### src/sv/kctle_pkg.sv
// Package for the key code text line editor.
// Holds the key map, character codes and event codes; no dependencies.
package kctle_pkg;

    localparam logic [7:0] CH_SPACE   = 8'h20;
    localparam logic [7:0] CH_UNKNOWN = 8'h3F;
    localparam logic [7:0] CH_ESC     = 8'h51;  // 'Q'
    localparam logic [7:0] CH_BS      = 8'h42;  // 'B'
    localparam logic [7:0] CH_TAB     = 8'h54;  // 'T'
    localparam logic [7:0] CH_ENTER   = 8'h45;  // 'E'
    localparam logic [7:0] CH_UP      = 8'h55;  // 'U'
    localparam logic [7:0] CH_RIGHT   = 8'h52;  // 'R'
    localparam logic [7:0] CH_LEFT    = 8'h44;  // 'D'

    localparam logic [4:0] EV_KEY   = 5'd1;
    localparam logic [1:0] KV_PRESS = 2'd1;
    localparam int unsigned DISP_COLS = 16;

    typedef logic [7:0] t_char;

    // map a scan code to its character, zero when unmapped
    function automatic t_char key_map(input logic [7:0] code);
        t_char ch;
        case (code)
            8'd1:   ch = "Q";
            8'd2:   ch = "1";
            8'd3:   ch = "2";
            8'd4:   ch = "3";
            8'd5:   ch = "4";
            8'd6:   ch = "5";
            8'd7:   ch = "6";
            8'd8:   ch = "7";
            8'd9:   ch = "8";
            8'd10:  ch = "9";
            8'd11:  ch = "0";
            8'd12:  ch = "-";
            8'd13:  ch = "=";
            8'd14:  ch = "B";
            8'd15:  ch = "T";
            8'd16:  ch = "q";
            8'd17:  ch = "w";
            8'd18:  ch = "e";
            8'd19:  ch = "r";
            8'd20:  ch = "t";
            8'd21:  ch = "y";
            8'd22:  ch = "u";
            8'd23:  ch = "i";
            8'd24:  ch = "o";
            8'd25:  ch = "p";
            8'd26:  ch = "[";
            8'd27:  ch = "]";
            8'd28:  ch = "E";
            8'd30:  ch = "a";
            8'd31:  ch = "s";
            8'd32:  ch = "d";
            8'd33:  ch = "f";
            8'd34:  ch = "g";
            8'd35:  ch = "h";
            8'd36:  ch = "j";
            8'd37:  ch = "k";
            8'd38:  ch = "l";
            8'd44:  ch = "z";
            8'd45:  ch = "x";
            8'd46:  ch = "c";
            8'd47:  ch = "v";
            8'd48:  ch = "b";
            8'd49:  ch = "n";
            8'd50:  ch = "m";
            8'd51:  ch = ",";
            8'd52:  ch = ".";
            8'd53:  ch = "/";
            8'd57:  ch = " ";
            8'd103: ch = "U";
            8'd108: ch = "D";
            8'd106: ch = "R";
            default: ch = 8'h00;
        endcase
        return ch;
    endfunction

endpackage

### src/sv/keycode_text_line_editor.sv
// Key code text line editor: edit line in a synchronous memory, display cell stream out.
// Depends on kctle_pkg.
//
// channel  dir  tdata (low bit up)                          tuser / tlast
// s_axis   in   key_code[7:0], key_value[9:8]               tuser: mode[0], event_type[5:1]
// m_axis   out  write_valid[0], row[1], column[5:2],        tlast: last item of an input
//               char_out[13:6], cursor_now[18:14], editing_now[19]
//
// A status item is answered directly from idle. An edit key updates the line (tab then
// writes spaces in S_TAB) and walks min(LINE_LEN,16) displayed cells; enter walks two rows.
// Each cell is one read of the line memory, then one load of the output register.
// Reset clears per-entry valid bits (line reads as spaces), cursor and editing flag.
// Output stalls hold the walk; a new input is taken only once the walk is done.
module keycode_text_line_editor #(
    parameter int LINE_LEN = 16
) (
    input  logic        i_clk,
    input  logic        i_rst_n,
    input  logic        s_axis_tvalid,
    output logic        s_axis_tready,
    input  logic [15:0] s_axis_tdata,   // key_code, key_value
    input  logic [5:0]  s_axis_tuser,   // mode, event_type
    output logic        m_axis_tvalid,
    input  logic        m_axis_tready,
    output logic [23:0] m_axis_tdata,   // write_valid, row, column, char_out, cursor_now,
                                        // editing_now, zero fill
    output logic        m_axis_tlast
);

    localparam int AW   = $clog2(LINE_LEN);
    localparam int CUW  = $clog2(LINE_LEN + 1);
    localparam int NCOL = (LINE_LEN < kctle_pkg::DISP_COLS) ? LINE_LEN : kctle_pkg::DISP_COLS;
    localparam logic [3:0]     LAST_COL = 4'(NCOL - 1);
    localparam logic [CUW-1:0] CUR_MAX  = CUW'(LINE_LEN);

    localparam logic [1:0] S_IDLE = 2'd0;
    localparam logic [1:0] S_TAB  = 2'd1;
    localparam logic [1:0] S_RD   = 2'd2;
    localparam logic [1:0] S_WR   = 2'd3;

    logic [7:0]          r_mem [LINE_LEN];
    logic [LINE_LEN-1:0] r_vld;
    logic [7:0]          r_rdata;
    logic                r_rdv;

    logic [1:0]     r_state;
    logic [CUW-1:0] r_cursor;
    logic           r_edit;
    logic           r_row;
    logic [3:0]     r_col;
    logic [1:0]     r_tab_cnt;

    logic       r_ov;
    logic       r_o_wv;
    logic       r_o_row;
    logic [3:0] r_o_col;
    logic [7:0] r_o_ch;
    logic       r_o_last;

    logic          w_ofree;
    logic          w_acc;
    logic          w_mode;
    logic [4:0]    w_etype;
    logic [7:0]    w_code;
    logic [1:0]    w_value;
    kctle_pkg::t_char w_map;
    kctle_pkg::t_char w_ch;
    logic          w_status;
    logic          w_oload;
    logic          w_we;
    logic [AW-1:0] w_waddr;
    logic [AW-1:0] w_rd_addr;
    logic          w_cur_lt;
    logic          w_cur_gt0;

    assign w_ofree   = !r_ov || m_axis_tready;
    assign s_axis_tready = (r_state == S_IDLE) && w_ofree;
    assign w_acc     = s_axis_tvalid && s_axis_tready;
    assign w_mode    = s_axis_tuser[0];
    assign w_etype   = s_axis_tuser[5:1];
    assign w_code    = s_axis_tdata[7:0];
    assign w_value   = s_axis_tdata[9:8];
    assign w_map     = kctle_pkg::key_map(w_code);
    assign w_ch      = (w_map == 8'h00) ? kctle_pkg::CH_UNKNOWN : w_map;
    assign w_status  = w_mode || !r_edit || w_etype != kctle_pkg::EV_KEY ||
                       w_value != kctle_pkg::KV_PRESS;
    assign w_oload   = (r_state == S_IDLE && w_acc && w_status) ||
                       (r_state == S_WR && w_ofree);
    assign w_cur_lt  = r_cursor < CUR_MAX;
    assign w_cur_gt0 = r_cursor != '0;
    assign w_rd_addr = AW'(r_col);

    // single write port: inserts, backspace blanks and tab spaces
    always_comb begin
        w_we    = 1'b0;
        w_waddr = AW'(r_cursor);
        if (r_state == S_TAB) begin
            w_we = w_cur_lt;
        end else if (w_acc && !w_status) begin
            case (w_ch)
                kctle_pkg::CH_ESC, kctle_pkg::CH_TAB, kctle_pkg::CH_ENTER,
                kctle_pkg::CH_UP, kctle_pkg::CH_RIGHT, kctle_pkg::CH_LEFT: begin
                    w_we = 1'b0;
                end
                kctle_pkg::CH_BS: begin
                    w_we    = w_cur_gt0;
                    w_waddr = AW'(r_cursor - CUW'(1));
                end
                default: begin
                    w_we = w_cur_lt;
                end
            endcase
        end
    end

    // line memory: tab and backspace write spaces, inserts write the key character
    always_ff @(posedge i_clk) begin
        if (w_we) begin
            if (r_state == S_TAB || w_ch == kctle_pkg::CH_BS) begin
                r_mem[w_waddr] <= kctle_pkg::CH_SPACE;
            end else begin
                r_mem[w_waddr] <= w_ch;
            end
        end
        if (r_state == S_RD) begin
            r_rdata <= r_mem[w_rd_addr];
            r_rdv   <= r_vld[w_rd_addr];
        end
    end

    always_ff @(posedge i_clk) begin
        if (!i_rst_n) begin
            r_state   <= S_IDLE;
            r_cursor  <= '0;
            r_edit    <= 1'b0;
            r_vld     <= '0;
            r_row     <= 1'b1;
            r_col     <= '0;
            r_tab_cnt <= '0;
            r_ov      <= 1'b0;
        end else begin
            if (w_oload) begin
                r_ov <= 1'b1;
            end else if (m_axis_tready) begin
                r_ov <= 1'b0;
            end
            if (w_we) begin
                r_vld[w_waddr] <= 1'b1;
            end
            case (r_state)
                S_IDLE: begin
                    if (w_acc) begin
                        r_col <= '0;
                        if (w_status) begin
                            if (w_mode) begin
                                r_edit <= !r_edit;
                            end
                            r_o_wv   <= 1'b0;
                            r_o_row  <= 1'b0;
                            r_o_col  <= '0;
                            r_o_ch   <= '0;
                            r_o_last <= 1'b1;
                        end else begin
                            r_row   <= (w_ch != kctle_pkg::CH_ENTER);
                            r_state <= (w_ch == kctle_pkg::CH_TAB) ? S_TAB : S_RD;
                            case (w_ch)
                                kctle_pkg::CH_ESC: begin
                                    r_vld    <= '0;
                                    r_cursor <= '0;
                                    r_edit   <= 1'b0;
                                end
                                kctle_pkg::CH_BS: begin
                                    if (w_cur_gt0) begin
                                        r_cursor <= r_cursor - CUW'(1);
                                    end
                                end
                                kctle_pkg::CH_TAB: begin
                                    r_tab_cnt <= '0;
                                end
                                kctle_pkg::CH_ENTER: begin
                                    r_cursor <= '0;
                                end
                                kctle_pkg::CH_UP, kctle_pkg::CH_RIGHT: begin
                                    if (w_cur_lt) begin
                                        r_cursor <= r_cursor + CUW'(1);
                                    end
                                end
                                kctle_pkg::CH_LEFT: begin
                                    if (w_cur_gt0) begin
                                        r_cursor <= r_cursor - CUW'(1);
                                    end
                                end
                                default: begin
                                    if (w_cur_lt) begin
                                        r_cursor <= r_cursor + CUW'(1);
                                    end
                                end
                            endcase
                        end
                    end
                end
                S_TAB: begin
                    if (w_cur_lt) begin
                        r_cursor <= r_cursor + CUW'(1);
                    end
                    r_tab_cnt <= r_tab_cnt + 2'd1;
                    if (r_tab_cnt == 2'd3) begin
                        r_state <= S_RD;
                    end
                end
                S_RD: begin
                    r_state <= S_WR;
                end
                S_WR: begin
                    if (w_ofree) begin
                        r_o_wv   <= 1'b1;
                        r_o_row  <= r_row;
                        r_o_col  <= r_col;
                        r_o_ch   <= r_rdv ? r_rdata : kctle_pkg::CH_SPACE;
                        r_o_last <= r_row && (r_col == LAST_COL);
                        if (r_col == LAST_COL) begin
                            r_col <= '0;
                            if (!r_row) begin
                                // top row sent: clear the line, then show it
                                r_vld   <= '0;
                                r_row   <= 1'b1;
                                r_state <= S_RD;
                            end else begin
                                r_state <= S_IDLE;
                            end
                        end else begin
                            r_col   <= r_col + 4'd1;
                            r_state <= S_RD;
                        end
                    end
                end
                default: begin
                    r_state <= S_IDLE;
                end
            endcase
        end
    end

    assign m_axis_tvalid = r_ov;
    assign m_axis_tlast  = r_o_last;
    assign m_axis_tdata  = {4'd0, r_edit, 5'(r_cursor), r_o_ch, r_o_col, r_o_row, r_o_wv};

endmodule
### config.mk
export PLATFORM = sky130hd
export DESIGN_NAME = keycode_text_line_editor
export DESIGN_NICKNAME = d
export VERILOG_FILES = /design/src/sv/kctle_pkg.sv /design/src/sv/keycode_text_line_editor.sv
export SDC_FILE = /design/constraint.sdc
export NUM_CORES = 1
export LEC_CHECK = 0
export BUFFER_PORTS_ARGS = -buffer_cell sky130_fd_sc_hd__buf_2
export CORE_MARGIN = 4
export CORE_UTILIZATION = 50
export CTS_CLUSTER_SIZE = 8
export DETAILED_ROUTE_END_ITERATION = 10
export PLACE_DENSITY = 0.68
export SETUP_SLACK_MARGIN = 0.1
export SYNTH_ARGS = -nofsm -noshare
export SYNTH_HDL_FRONTEND = slang
export SYNTH_SLANG_ARGS = --single-unit
### constraint.sdc
create_clock -name i_clk -period 5.55 [get_ports i_clk]
set_clock_uncertainty 0.2 [all_clocks]
set_input_delay 1.11 -clock i_clk [delete_from_list [all_inputs] [get_ports i_clk]]
set_output_delay 1.11 -clock i_clk [all_outputs]
set_load 0.03 [all_outputs]
Word-level counts from Yosys, hierarchy flattened
Memory sizes are Yosys's and may differ from the RTL's. A register that Yosys moved wholly into a read port is not among the register bits.
Cells that the tools add are included.
{"block": "totals", "ff_bits": 48, "ramBits": 128, "romBits": 896, "inputBits": 26, "output_inout_bits": 27, "memories": 2}
{"name": "(name not given)", "words": 128, "width": 7, "rd": 1, "rd_ports_with_merged_regs": 0, "wr": 0, "line": "kctle_pkg.sv:24", "rtl": "case (code)"}
{"name": "r_mem", "words": 16, "width": 8, "rd": 1, "rd_ports_with_merged_regs": 1, "wr": 1, "line": "keycode_text_line_editor.sv:41", "rtl": "logic [7:0] r_mem [LINE_LEN];"}
{"block": "op_classes", "n_addsub": 4, "order_cmp": 4, "eq_ne": 25, "n_mux": 78, "bitwise": 2, "reduce_logical": 34}
{"cell": "2-to-1 mux 16 bit", "count": 7}
{"cell": "equality test 8 x 7 -> 1 bit, second input constant", "count": 7}
{"cell": "2-to-1 mux 8 bit", "count": 7}
{"cell": "2-to-1 mux 4 bit", "count": 9}
{"cell": "one-hot mux 16 bit (2 select lines)", "count": 1}
{"cell": "2-to-1 mux 1 bit", "count": 26}
{"cell": "2-to-1 mux 2 bit", "count": 10}
{"cell": "2-to-1 mux 5 bit", "count": 4}
{"cell": "bitwise OR 16 bit", "count": 1}
{"cell": "one-hot mux 4 bit (2 select lines)", "count": 2}
{"cell": "one-hot mux 8 bit (2 select lines)", "count": 1}
{"cell": "one-hot mux 5 bit (3 select lines)", "count": 1}
{"cell": "AND reduction 5 bit", "count": 3}
{"cell": "!= test 2 bit, second input constant", "count": 6}
{"cell": "AND reduction 4 bit", "count": 3}
{"cell": "less-than comparator 4 x 5 -> 1 bit, second input constant", "count": 2}
{"cell": "one-hot mux 1 bit (2 select lines)", "count": 5}
{"cell": "one-hot mux 5 bit (2 select lines)", "count": 1}
{"cell": "logical AND 1 bit", "count": 8}
{"cell": "zero test 8 bit", "count": 1}
{"cell": "!= test 2 x 1 -> 1 bit, second input constant", "count": 4}
{"cell": "!= test 8 x 7 -> 1 bit, second input constant", "count": 1}
{"cell": "one-hot mux 2 bit (4 select lines)", "count": 1}
{"cell": "nonzero test 2 bit", "count": 4}
{"cell": "22 further kinds", "count": 32}

Depth between registers and ports, before layout
Gate-level depths: netlist of run 1.
{"block": "logic_depth", "depth_word": 18, "mapped_depth": 13, "depth_no_buf": 11}

Worst setup path before layout of run 1
OpenSTA, ideal clock, no wires.
{"block": "synth_path", "kind": "input port to flip-flop", "from": "input s_axis_tdata[1]", "to": "memory r_mem[8][0], enable pin", "t_arrival_ps": 4152, "required_time_ps": 4990, "slack_ps": 838, "path_stages": 12, "n_path_buf": 1, "path_cell_list": "inv_1 > ha_1 > nand2b_1 > a32o_1 > nor4_2 > o31ai_2 > or4_4 > or3_1 > o211a_2 > buf_6 > or2_4 > nor2_1"}
{"block": "synth_via", "elab_chain_cells": 12, "elab_cells_between_ends": 26}
{"element": "start, declared", "line": "keycode_text_line_editor.sv:21", "rtl": "input logic [15:0] s_axis_tdata,"}
{"element": "memory (128 x 7 bit) (*)"}
{"element": "2-to-1 mux 8 bit (*)", "line": "kctle_pkg.sv:24"}
{"element": "zero test 8 bit", "line": "keycode_text_line_editor.sv:84", "rtl": "assign w_ch = (w_map == 8'h00) ? kctle_pkg::CH_UNKNOWN : w_map;"}
{"element": "2-to-1 mux 8 bit (*)", "line": "keycode_text_line_editor.sv:84"}
{"element": "equality test 8 x 7 -> 1 bit", "line": "keycode_text_line_editor.sv:100", "rtl": "case (w_ch)"}
{"element": "OR reduction 6 bit", "line": "keycode_text_line_editor.sv:100"}
{"element": "one-hot mux 1 bit (2 select lines)", "line": "keycode_text_line_editor.sv:100"}
{"element": "2-to-1 mux 1 bit", "line": "keycode_text_line_editor.sv:99", "rtl": "end else if (w_acc && !w_status) begin"}
{"element": "2-to-1 mux 1 bit", "line": "keycode_text_line_editor.sv:97", "rtl": "if (r_state == S_TAB) begin"}
{"element": "2-to-1 mux 1 bit", "line": "keycode_text_line_editor.sv:118", "rtl": "if (w_we) begin"}
{"element": "2-to-1 mux 1 bit, on equally long branches", "line": "keycode_text_line_editor.sv:120, keycode_text_line_editor.sv:122"}
{"element": "bitwise OR 1 bit (no source line)"}
{"element": "end, declared", "line": "keycode_text_line_editor.sv:41"}
Mark *: on every way between the ends. The rest lies on a longest branch, timed or not.

Final worst setup path of run 1
{"block": "layout_path", "from": "input s_axis_tdata[0]", "to": "memory r_mem[15][4], enable pin"}
Same word-level chain as after synthesis.

==> impl_summary.log, run 1 <==
INFO  metric post-synth-top-area-cell = edfxtp_1
INFO  metric insertion_delay_of_the_later_clocked_pin_in_the_worst_skew_pair = 420 ps
INFO  metric timing.fmax = 207 MHz
INFO  metric whs_path_depth = 1
INFO  metric reg2reg_depth = 9
INFO  metric hpwlAfterDp = 12.0 mm
INFO  metric drc = 0
INFO  metric crit_chain = buf_2 > inv_1 > ha_1 > nand2b_1 > a32o_1 > nor4_2 > o31ai_2 > or4_4 > or3_1 > o211a_2 > nor3_1
INFO  metric cell_internal_pwr = 2.23 mW
INFO  metric seq_area_frac_synth = 57.1%
INFO  metric timing.max_cap.violations = 0
INFO  metric cpMaxStageDelayCell = nor3_1
INFO  metric synthDominantCellAreaShare = 49.2%
INFO  metric ffs_latches_synth = 166
INFO  metric route.final.wire_length = 17.6 mm
INFO  metric vdd_drop_max = 264 uV
INFO  metric worst_r2r_startpoint = r_state[0]
INFO  metric power_density_over_cell_area = 326 mW/mm^2
INFO  metric grt_pass1_wl = 28.4 mm
INFO  metric tritoncts_buffers = 17
INFO  metric critical_path.startpoint_type = input pin
INFO  metric ys_warn_count = 0
INFO  metric transition_at_the_pin_with_the_smallest_max_transition_slack = 1280 ps
INFO  metric placement.io_buffers = 41
INFO  metric holdCritStartpoint = r_vld[14]
INFO  metric critical_path.max_fanout = 8
INFO  metric report.final.slew_viol_count = 0
INFO  metric post-route-min-period = 4840 ps
INFO  metric slowest_delay = 1020 ps
INFO  metric grt.overflow.total = 0
INFO  metric share_of_total_power_in_combinational_logic = 15.6%
INFO  metric syn-instance-count = 603
INFO  metric timing.setup.tns = 0 ps
INFO  metric p_sw = 803 uW
INFO  metric cp.buffers_inverters = 2
INFO  metric diodes_inserted = 0
INFO  metric tritoncts = done
INFO  metric layout.filler_cells = 1230
INFO  metric synth_flop_cell = edfxtp_1
INFO  metric post_cts_resized = 0
INFO  metric synth.lib_cells_used.distinct = 82
INFO  metric total_power = 3.03 mW
INFO  metric synthesis.area = 0.00818 mm^2
INFO  metric async_flop_share = 0%
INFO  metric gp_congestion = 0.899
INFO  metric dp_slack = 300 ps
INFO  metric worst_setup_path_startpoint = s_axis_tdata[0]
INFO  metric power.share.switching = 26.5%
INFO  metric portion_of_the_clock_cycle_consumed_by_the_worst_path_in_the_final_layout = 87.2%
INFO  metric placement.cell_area = 0.00870 mm^2
INFO  metric path_depth = 11
INFO  metric synth-edff-count = 134
INFO  metric fp.dieArea = 0.0185 mm^2
INFO  metric grt_start_max_net_pins = 37
INFO  metric initial_standard_cell_utilization_of_the_core = 51.3%
INFO  metric clock_transition_at_the_registers_of_the_reported_paths = 60 ps
INFO  metric die_width = 136 um
INFO  metric dr.first_iter.drc_count = 399
INFO  metric route.antenna.remaining_nets = 0
INFO  metric first_global_vias = 5214
INFO  metric post_synth_main_area_contributors = edfxtp_1 49%, mux4_2 11%, dfxtp_1 7.8%
INFO  metric grt.total_usage = 20.2%
INFO  metric post-cts-setup-buffer-count = 0
INFO  metric clkSinkCount = 166
INFO  metric post_cts_hold_buffer_count = 0
INFO  metric run_status = finished, final reports clean
INFO  metric ctsRootBufferMaster = clkbuf_16
INFO  metric hold_path.class = flip-flop to flip-flop
INFO  metric routed_via_density = 5.95
INFO  metric clock_path_buffers = 2
INFO  metric rsz0062_at_grt = false
INFO  metric share_seq_of_total_power = 46.8%
INFO  metric pin_count = 53
INFO  metric final_nets = 704
INFO  metric antenna_found_initial = 0
INFO  metric crit_family = simple AND/OR/NAND/NOR gates
INFO  metric criticalPathCategory = input pin to flip-flop
INFO  metric area.growth.synth_to_final = 13.5%
INFO  metric placementRows = 46
INFO  metric core-area = 0.0159 mm^2
INFO  metric setup_violations = 0
INFO  metric post_drt_wl_per_cell = 19.8 um
INFO  metric die_h = 136 um
INFO  metric postLayoutCellArea = 0.00928 mm^2
INFO  metric p_leak = 2.99 nW
INFO  metric via_count = 5280
INFO  metric post_route_cells_drive_above_1_share = 25.3%
INFO  metric worst_slack = 708 ps
INFO  metric crit_path_arrival_time = 4670 ps
INFO  metric drtPass1Iterations = 5
INFO  metric synth_area_per_cell = 13.6 um^2
INFO  metric htree_num_levels = 4
INFO  metric worst_setup_path_end_kind = flip-flop
INFO  metric timing.max_slew.rel_slack = 14.3%
INFO  metric finalHoldViolCount = 0
INFO  metric timing.critical_path.required = 5380 ps
INFO  metric clock_power_share = 37.6%
-- synth_stat cells, drive strengths merged, types with 3 or more instances --
cell type / instances
a31oi: 6
inv: 20
a2111oi: 3
o32ai: 3
or2: 5
and3: 9
ha: 20
mux2i: 7
edfxtp: 134
a21oi: 23
a221oi: 6
mux2: 3
a32oi: 3
clkbuf: 19
nor3: 23
buf: 25
nand2: 20
or4: 3
nand2b: 13
o21ai: 14
o31a: 5
nor2b: 11
o311a: 4
a22o: 8
nor2: 44
o211ai: 3
nor4: 6
nand3: 8
dfxtp: 32
or3: 9
nand4: 6
and2: 9
o31ai: 3
xor2: 3
o21a: 11
mux4: 40
a211oi: 4
-- path summary, 6_finish.rpt --
check            endpoint  slack (ps)
max          r_mem[15][4]         710
min             r_vld[14]         260
max reg2reg  r_mem[15][4]        1550
min reg2reg     r_vld[14]         260
-- per-layer routing --
| metal | part of all wire (%) | vias to the layer above | wire (um) | GRT usage (%) |
|---|---|---|---|---|
| met4 | 1.8 | 0 | 312 | 6.89 |
| met1 | 43 | 2611 | 7480 | 27.1 |
| met5 | 0 | - | 0 | 0 |
| met3 | 5.0 | 19 | 884 | 3.26 |
| met2 | 51 | 170 | 8890 | 33.8 |
| li1 | - | 2480 | - | - |
-- area by class of cell --
cell class	instances	area, um^2	area share, %
tap	216	270	2.91
timing repair buffer	76	468	5.04
clock inverter	15	154	1.66
multi-input combinational	377	3220	34.7
clock buffer	17	425	4.58
sequential	166	4670	50.3
inverter	20	75.1	0.809
-- cell families (layout without fill, tap and decap cells) --
group | count (synthesis) | in the layout | share of synthesized area (%)
other | 1 | 5 | 0.0459
and+or+nand+nor | 176 | 176 | 11.9
muxes | 50 | 50 | 12.3
adders and majority gates | 20 | 20 | 3.06
DFF | 166 | 166 | 57.1
xor gates and xnor gates | 4 | 4 | 0.429
buffers and inverters | 64 | 128 | 3.80
AOI/OAI and AO/OA | 122 | 122 | 11.4
-- state kept, by name (all words and copies together), names as in the netlist, 2 cells and up --
signal	cells
r_col	4
r_rdata	7
r_vld	16
r_o_col	4
r_tab_cnt	2
r_mem	112
r_cursor	5
r_state	2
r_o_ch	7
-- stage by stage --
step / std cells / utilization (%) / hold slack, ps
6_report: 887 / 58.2 / 262
5_1_grt: 887 / 58.2 / 275
4_1_cts: 887 / 58.2 / 262
3_5_place_dp: 855 / 54.6 / 249
3_3_place_gp: 855 / 54.6 / 242
2_1_floorplan: 607 / - / 235
-- power groups by stage --
stage | Sequential (mW) | Clock [mW] | Combinational (mW)
after detailed placement | 1.44 | 0 | 0.466
after CTS | 1.42 | 1.15 | 0.470
after global routing | 1.42 | 1.21 | 0.514
after floorplan | 1.47 | 0 | 0.334
final | 1.42 | 1.14 | 0.472
after global placement | 1.44 | 0 | 0.459
-- cells in the final DEF, fill, tap and decap left out, types with 6 or more instances in the layout --
master / instances
nand2b_1: 13
a31oi_1: 6
nor3_1: 18
or3_1: 9
edfxtp_1: 134
mux2i_1: 7
nand4_1: 6
buf_2: 41
ha_1: 20
nor2_1: 42
inv_1: 20
and3_1: 9
dfxtp_1: 31
o21a_1: 11
a21oi_1: 23
nand3_1: 8
mux4_2: 40
clkbuf_16: 17
nor2b_1: 11
nand2_1: 20
o21ai_0: 12
and2_1: 9
a22o_1: 8
buf_4: 35
Note: power is estimated with default switching activity, not from simulation.
==> run 2: changes to the inputs <==
- CORE_UTILIZATION: 50 -> 61
- PLACE_DENSITY: 0.68 -> 0.8
- SKIP_CTS_REPAIR_TIMING: unset -> 1
==> run 2 against run 1 <==
First-iteration DRC count rose by 61%. Fmax fell by 1.1%. Wire length rose by 12%. Highest routed layer is now met5.
==> impl_summary.log, run 2 (synthesis gave the netlist of run 1 again) <==
INFO  metric total_power = 3.18 mW (+5.1%)
INFO  metric timing.critical_path.required = 5380 ps (about the same)
INFO  metric drc = 0 (unchanged)
INFO  metric criticalPathCategory = input pin to flip-flop
INFO  metric grt.total_usage = 27.0% (+6.8 points)
INFO  metric first_global_vias = 5551 (+6.5%)
INFO  metric tritoncts_buffers = 17 (unchanged)
INFO  metric grt_pass1_wl = 30.6 mm (+7.7%)
INFO  metric post_layout_nonfiller_instances = 849 (-4.3%)
INFO  metric placement.io_buffers = 41 (unchanged)
INFO  metric drtPass1Iterations = 7 (+2)
INFO  metric slowest_delay = 1040 ps (+20 ps)
INFO  metric met2_wirelength = 9.99 mm (+12%)
INFO  metric die_width = 124 um (-8.9%)
INFO  metric crit_path_arrival_time = 4720 ps (+50 ps)
INFO  metric routedLengthMet1 = 7.24 mm (-3.1%)
INFO  metric post-route-min-period = 4890 ps (+52.6 ps)
INFO  metric worst_setup_path_end_kind = flip-flop
INFO  metric timing.setup.tns = 0 ps (unchanged)
INFO  metric hpwlAfterDp = 12.3 mm (+2.2%)
INFO  metric route.antenna.remaining_nets = 0 (unchanged)
INFO  metric timing.max_cap.violations = 0 (unchanged)
INFO  metric portion_of_the_clock_cycle_consumed_by_the_worst_path_in_the_final_layout = 88.2% (+0.95 points)
INFO  metric gp_congestion = 0.935 (+4.0%)
INFO  metric post_route_cells_drive_above_1_share = 26.0% (+0.67 points)
INFO  metric crit_chain = buf_2 > inv_1 > ha_1 > nand2b_1 > a32o_1 > nor4_2 > o31ai_2 > or4_4 > or3_1 > o211a_2 > nor3_1
INFO  metric p_leak = 3.04 nW (+1.5%)
INFO  metric placement.cell_area = 0.00866 mm^2 (-0.40%)
INFO  metric timing.max_slew.rel_slack = 14.3% (about the same)
INFO  metric ctsRootBufferMaster = clkbuf_16
INFO  metric flip_flop_count_of_the_largest_register_after_layout = 112 (unchanged)
INFO  metric setup_violations = 0 (unchanged)
INFO  metric post-route-util = 70.6% (+12 points)
INFO  metric critical_path.startpoint_type = input pin
INFO  metric crit_family = simple AND/OR/NAND/NOR gates
INFO  metric tritoncts = done
INFO  metric largest_registers = r_mem (112), r_vld (16)
INFO  metric clock_transition_at_the_registers_of_the_reported_paths = 70 ps (about the same)
INFO  metric antenna_found_initial = 1 (+1)
INFO  metric placementRows = 42 (-8.7%)
INFO  metric run_status = finished, final reports clean
INFO  metric vdd_drop_max = 170 uV (-36%)
INFO  metric report.final.slew_viol_count = 0 (unchanged)
INFO  metric hold_slack = 279 ps (+17.7 ps)
INFO  metric postLayoutCellArea = 0.00932 mm^2 (+0.39%)
INFO  metric insertion_delay_of_the_later_clocked_pin_in_the_worst_skew_pair = 420 ps (about the same)
INFO  metric grt_start_max_net_pins = 37 (unchanged)
INFO  metric layout_commonest_cell = edfxtp_1
INFO  metric die_h = 124 um (-8.9%)
INFO  metric core-area = 0.0132 mm^2 (-17%)
INFO  metric htree_num_levels = 4 (unchanged)
INFO  metric dp_slack = 217 ps (-82.2 ps)
INFO  metric diodes_inserted = 0 (unchanged)
INFO  metric hold_path.class = flip-flop to flip-flop
INFO  metric via_count = 5681 (+7.6%)
INFO  metric cp.buffers_inverters = 2 (unchanged)
INFO  metric fp.dieArea = 0.0153 mm^2 (-17%)
INFO  metric highest_count_cells_in_the_layout_ignoring_fill_and_taps = 134 x edfxtp_1, 42 x nor2_1, 41 x buf_2
INFO  metric final_nets = 707 (+0.43%)
INFO  metric worst_slack = 655 ps (-52.6 ps)
INFO  metric clock_path_buffers = 2 (unchanged)
INFO  metric dp.cells = 817 (-4.4%)
INFO  metric rsz0062_at_grt = false
INFO  metric highest-signal-layer = met5
INFO  metric critical_path.max_fanout = 10 (+2)
INFO  metric initial_standard_cell_utilization_of_the_core = 62.0% (+11 points)
INFO  metric timing.fmax = 204 MHz (-1.1%)
INFO  metric dr.first_iter.drc_count = 641 (+61%)
INFO  metric route.final.wire_length = 19.6 mm (+12%)
INFO  metric pin_count = 53 (unchanged)
INFO  metric area.growth.synth_to_final = 13.9%
INFO  metric post_drt_wl_per_cell = 23.1 um (+17%)
INFO  metric grt.overflow.total = 0 (unchanged)
INFO  metric dr_wl_met3 = 1.67 mm (+89%)
INFO  metric routed_via_density = 6.69 (+12%)
INFO  metric cpMaxStageDelayCell = nor3_1
INFO  metric finalHoldViolCount = 0 (unchanged)
INFO  metric transition_at_the_pin_with_the_smallest_max_transition_slack = 1280 ps (+0.144 ps)
INFO  metric clkSinkCount = 166 (unchanged)
INFO  metric power_density_over_cell_area = 342 mW/mm^2 (+4.7%)
INFO  metric top_register = r_mem
## run 2: worst paths after layout
| kind | startpoint | endpoint | slack, ps | cells after the start |
|---|---|---|---|---|
| min | r_vld[13] | r_vld[13] | 280 | 1 |
| min reg2reg | r_vld[13] | r_vld[13] | 280 | 1 |
| max reg2reg | r_state[0] | r_mem[6][0] | 1480 | 9 |
| max | s_axis_tdata[0] | r_mem[6][0] | 660 | 11 |
## run 2: final cells by class
| class | instances | area [um^2] |
|---|---|---|
| timing repair buffer | 79 | 490 |
| tap | 176 | 220 |
| sequential | 166 | 4670 |
| inverter | 20 | 75.1 |
| clock inverter | 14 | 213 |
| multi-input combinational | 377 | 3230 |
| fill | 832 | 3870 |
| clock buffer | 17 | 425 |
## run 2: report_power, final
| part | total [mW] | leakage (nW) | switching [mW] | internal (mW) |
|---|---|---|---|---|
| clock | 1.28 | 0.314 | 0.509 | 0.768 |
| combinational | 0.487 | 1.37 | 0.317 | 0.169 |
| sequential | 1.42 | 1.35 | 0.0244 | 1.39 |
| total | 3.18 | 3.04 | 0.851 | 2.33 |
## run 2: per-layer routing
layer  vias to the layer above  track usage, %
met5                         -               0
met4                         2            11.1
met3                        63            5.99
met2                       358            45.3
met1                      2775            34.0
li1                       2483               -
## run 2: worst reg2reg max path, cell delays in order, from the launching register on
cell and delay [ps]:
dfxtp_1 330, inv_1 110, ha_1 510, nand2_1 150, nor2_1 180, nand2_1 130
or4_4 480, or3_1 360, o211a_2 200, nor3_1 1040
